[config.mk]
export PLATFORM = sky130hd
export DESIGN_NAME = sha256_message_digest
export DESIGN_NICKNAME = d
export VERILOG_FILES = /design/src/rtl/shamd_pkg.sv /design/src/rtl/shamd_sched.sv /design/src/rtl/sha256_message_digest.sv
export SDC_FILE = /design/constraint.sdc
export NUM_CORES = 2
export LEC_CHECK = 0
export ABC_AREA = 1
export BUFFER_PORTS_ARGS = -buffer_cell sky130_fd_sc_hd__clkbuf_2
export CAP_MARGIN = 20
export CORE_MARGIN = 2
export CORE_UTILIZATION = 50
export CTS_CLUSTER_SIZE = 20
export DETAILED_ROUTE_END_ITERATION = 10
export HOLD_SLACK_MARGIN = 0.06
export PLACE_DENSITY = 0.66
export SLEW_MARGIN = 20
export SYNTH_ARGS = -nofsm -noshare
export SYNTH_HDL_FRONTEND = slang
export SYNTH_SLANG_ARGS = --single-unit
[constraint.sdc]
create_clock -name clk -period 10.4 [get_ports clk]
set_input_delay 2.08 -clock clk [delete_from_list [all_inputs] [get_ports clk]]
set_output_delay 2.08 -clock clk [all_outputs]
set_load 0.1 [all_outputs]
[src/rtl/shamd_pkg.sv]
// Shared types, constants and round functions for the SHA-256 message digest.
// Used by shamd_sched and sha256_message_digest; depends on nothing else.
`timescale 1ns / 1ps

package shamd_pkg;

    // Top-level sequencer states
    typedef enum logic [2:0] {
        ST_IDLE,
        ST_PAD,
        ST_ROUND,
        ST_UPDATE,
        ST_EMIT
    } state_t;

    // Padding progress within the final block(s) of a message
    typedef enum logic [2:0] {
        PH_NONE,
        PH_MARK,
        PH_ZERO_WRAP,
        PH_ZERO,
        PH_LEN,
        PH_DONE
    } phase_t;

    // Control from the sequencer to the message schedule window
    typedef struct packed {
        logic       wr_en;
        logic [5:0] pos;
        logic [7:0] data;
        logic       shift;
    } sched_ctrl_t;

    localparam logic [7:0] PAD_MARK = 8'h80;

    localparam logic [31:0] INIT_HASH [8] = '{
        32'h6a09e667, 32'hbb67ae85, 32'h3c6ef372, 32'ha54ff53a,
        32'h510e527f, 32'h9b05688c, 32'h1f83d9ab, 32'h5be0cd19
    };

    localparam logic [31:0] ROUND_K [64] = '{
        32'h428a2f98, 32'h71374491, 32'hb5c0fbcf, 32'he9b5dba5,
        32'h3956c25b, 32'h59f111f1, 32'h923f82a4, 32'hab1c5ed5,
        32'hd807aa98, 32'h12835b01, 32'h243185be, 32'h550c7dc3,
        32'h72be5d74, 32'h80deb1fe, 32'h9bdc06a7, 32'hc19bf174,
        32'he49b69c1, 32'hefbe4786, 32'h0fc19dc6, 32'h240ca1cc,
        32'h2de92c6f, 32'h4a7484aa, 32'h5cb0a9dc, 32'h76f988da,
        32'h983e5152, 32'ha831c66d, 32'hb00327c8, 32'hbf597fc7,
        32'hc6e00bf3, 32'hd5a79147, 32'h06ca6351, 32'h14292967,
        32'h27b70a85, 32'h2e1b2138, 32'h4d2c6dfc, 32'h53380d13,
        32'h650a7354, 32'h766a0abb, 32'h81c2c92e, 32'h92722c85,
        32'ha2bfe8a1, 32'ha81a664b, 32'hc24b8b70, 32'hc76c51a3,
        32'hd192e819, 32'hd6990624, 32'hf40e3585, 32'h106aa070,
        32'h19a4c116, 32'h1e376c08, 32'h2748774c, 32'h34b0bcb5,
        32'h391c0cb3, 32'h4ed8aa4a, 32'h5b9cca4f, 32'h682e6ff3,
        32'h748f82ee, 32'h78a5636f, 32'h84c87814, 32'h8cc70208,
        32'h90befffa, 32'ha4506ceb, 32'hbef9a3f7, 32'hc67178f2
    };

    function automatic logic [31:0] rotr32(input logic [31:0] x, input int unsigned n);
        return (x >> n) | (x << (32 - n));
    endfunction

    function automatic logic [31:0] small_sig0(input logic [31:0] x);
        return rotr32(x, 7) ^ rotr32(x, 18) ^ (x >> 3);
    endfunction

    function automatic logic [31:0] small_sig1(input logic [31:0] x);
        return rotr32(x, 17) ^ rotr32(x, 19) ^ (x >> 10);
    endfunction

    function automatic logic [31:0] big_sig0(input logic [31:0] x);
        return rotr32(x, 2) ^ rotr32(x, 13) ^ rotr32(x, 22);
    endfunction

    function automatic logic [31:0] big_sig1(input logic [31:0] x);
        return rotr32(x, 6) ^ rotr32(x, 11) ^ rotr32(x, 25);
    endfunction

endpackage

[src/rtl/shamd_sched.sv]
// Message block buffer and schedule window: 16 words, byte writes, one shift per round.
// Depends on shamd_pkg for the control struct and the small sigma functions.
`timescale 1ns / 1ps

module shamd_sched (
    input  logic                   clk,
    input  shamd_pkg::sched_ctrl_t ctrl,
    output logic [31:0]            w_cur
);
    import shamd_pkg::*;

    logic [31:0] window_reg [16];
    logic [31:0] expand;
    logic [1:0]  lane_sel;

    // Window holds W[t..t+15]; next word for the tail
    always_comb
    begin
        expand   = small_sig1(window_reg[14]) + window_reg[9]
                 + small_sig0(window_reg[1]) + window_reg[0];
        lane_sel = 2'd3 - ctrl.pos[1:0];
    end

    assign w_cur = window_reg[0];

    // Shift during rounds, otherwise take message or pad bytes big-endian
    always_ff @(posedge clk)
    begin
        if (ctrl.shift)
        begin
            for (int i = 0; i < 15; i++)
            begin
                window_reg[i] <= window_reg[i + 1];
            end
            window_reg[15] <= expand;
        end
        else if (ctrl.wr_en)
        begin
            window_reg[ctrl.pos[5:2]][{lane_sel, 3'b000} +: 8] <= ctrl.data;
        end
    end

endmodule

[src/rtl/sha256_message_digest.sv]
// SHA-256 over a byte stream: sequencer, round unit, chaining value and digest output.
// Depends on shamd_pkg and instantiates shamd_sched.
`timescale 1ns / 1ps

// Message bytes enter one per transaction on the msg channel; a transaction
// with byte_present low and last_byte high ends the message without a byte
// (an empty message right after reset or after a digest). A byte that does
// not complete a 64-byte block leaves msg_stall low unless it ends the
// message. A byte that completes a block is followed by 64 rounds through
// the single shared round unit and a fold of the result into the chaining
// value; msg_stall stays high through the rounds and the fold. On last_byte
// the block writes the pad bytes one per cycle into the block buffer (up to
// 64 bytes per padded block), runs one or two more compressions, then
// presents the eight digest words on the digest channel, word 0 first, one
// per transaction, and returns to the initial hash value. The byte count
// wraps modulo 2^61.
module sha256_message_digest (
    input  logic        clk,
    input  logic        rst_n,
    input  logic        msg_valid,
    output logic        msg_stall,
    input  logic [7:0]  message_byte,
    input  logic        byte_present,
    input  logic        last_byte,
    output logic        digest_valid,
    input  logic        digest_stall,
    output logic [31:0] digest_word,
    output logic [2:0]  word_index,
    output logic        last_word
);
    import shamd_pkg::*;

    state_t      state_reg, state_next;
    phase_t      phase_reg, phase_next;
    phase_t      ph_after;
    logic [5:0]  pos_reg, pos_next;
    logic [60:0] count_reg, count_next;
    logic [63:0] len_reg, len_next;
    logic [5:0]  round_reg;
    logic [2:0]  idx_reg, idx_next;
    logic [31:0] chain_reg [8];
    logic [31:0] work_reg [8];

    logic        msg_accept;
    logic        digest_accept;
    logic        wr_en;
    logic [7:0]  wr_byte;
    logic        start_round;
    logic [2:0]  len_sel;
    logic [7:0]  len_byte;
    sched_ctrl_t sched_ctrl;
    logic [31:0] w_cur;

    logic [31:0] sig1_e, choose, sig0_a, major, tmp1, tmp2;

    assign msg_accept    = msg_valid & ~msg_stall;
    assign digest_accept = digest_valid & ~digest_stall;

    // Length byte for the tail of the final block, most significant first
    assign len_sel  = 3'd7 - pos_reg[2:0];
    assign len_byte = len_reg[{len_sel, 3'b000} +: 8];

    // Next state and sequencing
    always_comb
    begin
        state_next  = state_reg;
        phase_next  = phase_reg;
        ph_after    = phase_reg;
        pos_next    = pos_reg;
        count_next  = count_reg;
        len_next    = len_reg;
        idx_next    = idx_reg;
        wr_en       = 1'b0;
        wr_byte     = '0;
        start_round = 1'b0;
        unique case (state_reg)
            ST_IDLE:
            begin
                if (msg_accept)
                begin
                    if (byte_present)
                    begin
                        wr_en      = 1'b1;
                        wr_byte    = message_byte;
                        pos_next   = pos_reg + 6'd1;
                        count_next = count_reg + 61'd1;
                        if (pos_reg == 6'd63)
                        begin
                            state_next  = ST_ROUND;
                            start_round = 1'b1;
                            if (last_byte)
                            begin
                                phase_next = PH_MARK;
                            end
                        end
                        else if (last_byte)
                        begin
                            state_next = ST_PAD;
                            phase_next = PH_MARK;
                        end
                    end
                    else if (last_byte)
                    begin
                        state_next = ST_PAD;
                        phase_next = PH_MARK;
                    end
                end
            end
            ST_PAD:
            begin
                wr_en    = 1'b1;
                pos_next = pos_reg + 6'd1;
                case (phase_reg)
                    PH_MARK: wr_byte = PAD_MARK;
                    PH_LEN:  wr_byte = len_byte;
                    default: wr_byte = '0;
                endcase
                // Latch the bit length and clear the count for the next message
                if (phase_reg == PH_MARK)
                begin
                    len_next   = {count_reg, 3'b000};
                    count_next = '0;
                    ph_after   = (pos_reg[5:3] == 3'b111) ? PH_ZERO_WRAP : PH_ZERO;
                end
                phase_next = ph_after;
                if (pos_reg == 6'd63)
                begin
                    state_next  = ST_ROUND;
                    start_round = 1'b1;
                    phase_next  = (ph_after == PH_LEN) ? PH_DONE : PH_ZERO;
                end
                else if (pos_reg == 6'd55 && ph_after == PH_ZERO)
                begin
                    phase_next = PH_LEN;
                end
            end
            ST_ROUND:
            begin
                if (round_reg == 6'd63)
                begin
                    state_next = ST_UPDATE;
                end
            end
            ST_UPDATE:
            begin
                if (phase_reg == PH_DONE)
                begin
                    state_next = ST_EMIT;
                end
                else if (phase_reg == PH_NONE)
                begin
                    state_next = ST_IDLE;
                end
                else
                begin
                    state_next = ST_PAD;
                end
            end
            ST_EMIT:
            begin
                if (digest_accept)
                begin
                    idx_next = idx_reg + 3'd1;
                    if (idx_reg == 3'd7)
                    begin
                        state_next = ST_IDLE;
                        phase_next = PH_NONE;
                    end
                end
            end
            default:
            begin
                state_next = ST_IDLE;
            end
        endcase
    end

    // Handshake and digest outputs
    always_comb
    begin
        msg_stall    = (state_reg != ST_IDLE);
        digest_valid = (state_reg == ST_EMIT);
        digest_word  = chain_reg[idx_reg];
        word_index   = idx_reg;
        last_word    = (idx_reg == 3'd7);
    end

    // Schedule window control
    always_comb
    begin
        sched_ctrl.wr_en = wr_en;
        sched_ctrl.pos   = pos_reg;
        sched_ctrl.data  = wr_byte;
        sched_ctrl.shift = (state_reg == ST_ROUND);
    end

    shamd_sched u_sched (
        .clk   (clk),
        .ctrl  (sched_ctrl),
        .w_cur (w_cur)
    );

    // One compression round on the working variables
    always_comb
    begin
        sig1_e = big_sig1(work_reg[4]);
        choose = (work_reg[4] & work_reg[5]) ^ (~work_reg[4] & work_reg[6]);
        sig0_a = big_sig0(work_reg[0]);
        major  = (work_reg[0] & work_reg[1]) ^ (work_reg[0] & work_reg[2])
               ^ (work_reg[1] & work_reg[2]);
        tmp1   = work_reg[7] + sig1_e + choose + ROUND_K[round_reg] + w_cur;
        tmp2   = sig0_a + major;
    end

    // Control registers
    always_ff @(posedge clk or negedge rst_n)
    begin
        if (!rst_n)
        begin
            state_reg <= ST_IDLE;
            phase_reg <= PH_NONE;
            pos_reg   <= '0;
            count_reg <= '0;
            idx_reg   <= '0;
            round_reg <= '0;
        end
        else
        begin
            state_reg <= state_next;
            phase_reg <= phase_next;
            pos_reg   <= pos_next;
            count_reg <= count_next;
            idx_reg   <= idx_next;
            if (start_round)
            begin
                round_reg <= '0;
            end
            else if (state_reg == ST_ROUND)
            begin
                round_reg <= round_reg + 6'd1;
            end
        end
    end

    // Chaining value: fold in after each block, restore after the digest
    always_ff @(posedge clk or negedge rst_n)
    begin
        if (!rst_n)
        begin
            for (int i = 0; i < 8; i++)
            begin
                chain_reg[i] <= INIT_HASH[i];
            end
        end
        else if (state_reg == ST_UPDATE)
        begin
            for (int i = 0; i < 8; i++)
            begin
                chain_reg[i] <= chain_reg[i] + work_reg[i];
            end
        end
        else if (digest_accept && idx_reg == 3'd7)
        begin
            for (int i = 0; i < 8; i++)
            begin
                chain_reg[i] <= INIT_HASH[i];
            end
        end
    end

    // Working variables and latched bit length
    always_ff @(posedge clk)
    begin
        len_reg <= len_next;
        if (start_round)
        begin
            for (int i = 0; i < 8; i++)
            begin
                work_reg[i] <= chain_reg[i];
            end
        end
        else if (state_reg == ST_ROUND)
        begin
            work_reg[7] <= work_reg[6];
            work_reg[6] <= work_reg[5];
            work_reg[5] <= work_reg[4];
            work_reg[4] <= work_reg[3] + tmp1;
            work_reg[3] <= work_reg[2];
            work_reg[2] <= work_reg[1];
            work_reg[1] <= work_reg[0];
            work_reg[0] <= tmp1 + tmp2;
        end
    end

    // Digest words leave in order
    assert property (@(posedge clk) disable iff (!rst_n)
        (digest_accept && !last_word) |=> (word_index == $past(word_index) + 3'd1))
        else $error("digest word order broken");

    // Exactly 64 rounds per block before the fold
    assert property (@(posedge clk) disable iff (!rst_n)
        (state_reg == ST_ROUND && round_reg == 6'd63) |=> (state_reg == ST_UPDATE))
        else $error("round count overrun");

    // Padding always ends on a block boundary
    assert property (@(posedge clk) disable iff (!rst_n)
        $rose(digest_valid) |-> (pos_reg == 6'd0))
        else $error("digest started off a block boundary");

    // No padding left pending when taking bytes
    assert property (@(posedge clk) disable iff (!rst_n)
        (state_reg == ST_IDLE) |-> (phase_reg == PH_NONE))
        else $error("idle with padding pending");

endmodule

==> impl_metrics.csv <==
group,metric,value,unit
outcome,outcome,"finished, final reports clean",
sta,fmax,107,MHz
worst_setup_path,critPathKind,"reg -> reg",
worst_setup_path,max_stage_delay,0.64,ns
global_routing,grt_pass1_vias,70300,
route,routed_wl,332000,µm
worst_setup_path,critical_path.most_common_cell,"nand2_1",
global_routing,antenna_found_initial,16,
place,place.gp.congestion,1.02,
clocking,holdBufCountCts,0,
route,drt-wirelength-per-cell,27.1,µm
sta,fin_tns_setup,0,ns
floorplan,io_pins,52,
yosys,yosys-top-cells-area,"edfxtp_1 30%, nand2_1 11%, o21ai_0 7.7%",
worst_setup_path,startpoint_type,"register",
yosys,synth_nets,10700,
sta,period_minus_slack,9.36,ns
clocking,cts_setup_buffers,0,
clocking,cts.sinks,1167,
global_routing,grt-ovfl-total,0,
floorplan,fp-row-count,148,
floorplan,die_h,408,µm
yosys,synth_edf_count,829,
hold_path,hold_path.class,"reg -> reg",
cells_and_area,drive_above_1_share,0.0587,
yosys,synth_commonest_cells,"2309 x nand2_1, 1254 x o21ai_0, 1200 x inv_1, 829 x edfxtp_1, 694 x a21oi_1",
sta,postLayoutSetupSlackWorst,1.04,ns
route,ant_nets,0,
global_routing,grt_max_degree,143,
sta,relSlewSlack,0.204,
yosys,synth_area_per_cell,8.11,µm²
floorplan,start_util,0.503,
yosys,yosysUniqueCellTypes,68,
sta,rsz0062_at_grt,"false",
sta,drv_slew,0,
global_routing,grt_use_total,0.389,
worst_setup_path,reg2reg_from,"round_reg[1]",
clocking,root_buffer,"clkbuf_16",
yosys,ys_ff_latch,1167,
place,hpwl,256000,µm
clocking,cts_tree,"yes",
worst_setup_path,cp-end-kind,"register",
route,drt_iter0_markers,8870,
worst_setup_path,cp.required,10.94,ns
yosys,synth_top_area_share,0.304,
floorplan,fp.dieW,408,µm
place,pre_cts_slack,1.27,ns
sta,worst_pin_slew,1.19,ns
cells_and_area,syn_to_final_growth,8.50,%
worst_setup_path,cp_top_family,"adder cells",
clocking,cts_inserted_buffers,136,
clocking,clk_path_buf_depth,3,
worst_setup_path,worstPathMaxFanout,16,
route,post-route-drc-count,0,
cells_and_area,nNetsFinal,10600,
yosys,yosysSeqAreaShare,0.410,
sta,fin_crit_sh,0.900,
worst_setup_path,cpMaxStageDelayCell,"dfrtp_1",
yosys,async_flop_share,0.290,
sta,setup_viol,0,
route,firstDrtPassIters,9,
place,portBuffers,51,
sta,skew,0.0669,ns
hold_path,worstHoldStart,"count_reg[46]",
yosys,synth.most_common_cell,"nand2_1",
route,viasPerCell,6.07,
floorplan,fp.dieArea,167000,µm²
clocking,cts.reportedPaths.clkPinSlew,0.06,ns
yosys,postSynthCellCount,10100,
worst_setup_path,crit_start,"round_reg[1]",
sta,hold_viol_final,0,
clocking,clk_latency,0.84,ns
yosys,yosys_warnings,0,
worst_setup_path,critPathArrivalTime,9.90,ns
job,maxCapViolations,0,
clocking,cts_resized,0,
yosys,synth_top_flop_cell,"edfxtp_1",
yosys,synth_top_area_cell,"edfxtp_1",
global_routing,grt_pass1_wl,477000,µm
floorplan,core-area,163000,µm²
route,vias,74500,
worst_setup_path,crit_buf_inv,7,
clocking,htreeDepth,4,
cells_and_area,largest_reg_flops,512,
yosys,syn_area,81800,µm²
## metrics by stage
step	utilization	hold WS, ns	std cells	cell area, µm²
finish	0.546	0.476	12300	88800
global route	0.546	0.488	12300	88700
CTS	0.546	0.475	12300	88700
detailed placement	0.516	0.464	12000	83900
global placement	0.516	0.454	12000	83900
floorplan	-	0.446	10100	81800
## path summary, 6_finish.rpt
path	end	slack [ns]	cells after the start
min reg2reg	len_reg[49]	0.48	0
max	work_reg[0][31]	1.04	41
max in group asynchronous	chain_reg[93]	7.14	3
max reg2reg	work_reg[0][31]	1.04	41
min in group asynchronous	chain_reg[222]	1.24	1
min	len_reg[49]	0.48	0
## layout by cell type, fill, tap and decap left out, types with 74 or more instances in the layout
cell type  synthesis  layout
fa_1             195     195
a21oi_1          694     694
o21ai_0         1254    1254
inv_1           1200    1196
o21ai_1          170     170
o22ai_1          109     109
nand3_1          333     333
nand4_1           83      83
ha_1             401     401
dfrtp_1          202     199
o21bai_1          75      75
xor2_1           229     229
dfstp_2          136     136
nor2_1           664     664
edfxtp_1         829     829
nand2_1         2309    2307
clkbuf_16          0     137
xnor2_1          184     184
a31oi_1           75      74
nor3_1           119     117
## logic make-up after synthesis
| logic type | count (synthesis) | synth area share |
|---|---|---|
| xor gates and xnor gates | 413 | 0.0442 |
| buffers and inverters | 1606 | 0.0747 |
| DFF | 1167 | 0.410 |
| AOI/OAI and AO/OA | 2627 | 0.175 |
| adders and majority gates | 616 | 0.111 |
| and+or+nand+nor | 3651 | 0.183 |
| muxes | 10 | 0.00127 |
## layer usage
metal / vias to the layer above / global-route usage / routed length [µm]
met4: 14 / 0.226 / 22800
met1: 35600 / 0.501 / 130000
met3: 938 / 0.0854 / 31900
met5: - / 0 / 101
li1: 33900 / - / -
met2: 3992 / 0.604 / 147000
## cell type report
type	count	area, µm²
fill	15400	73800
clock buffer	168	3610
inverter	1220	4590
timing repair buffer	127	886
antenna	6	15.0
sequential	1167	33500
tap	2175	2720
clock inverter	85	1200
multi-input combinational	7317	42200
Power is left out: the tool's default activity adds up to more than one toggle a clock period on the data nets, which glitch-free logic cannot reach.
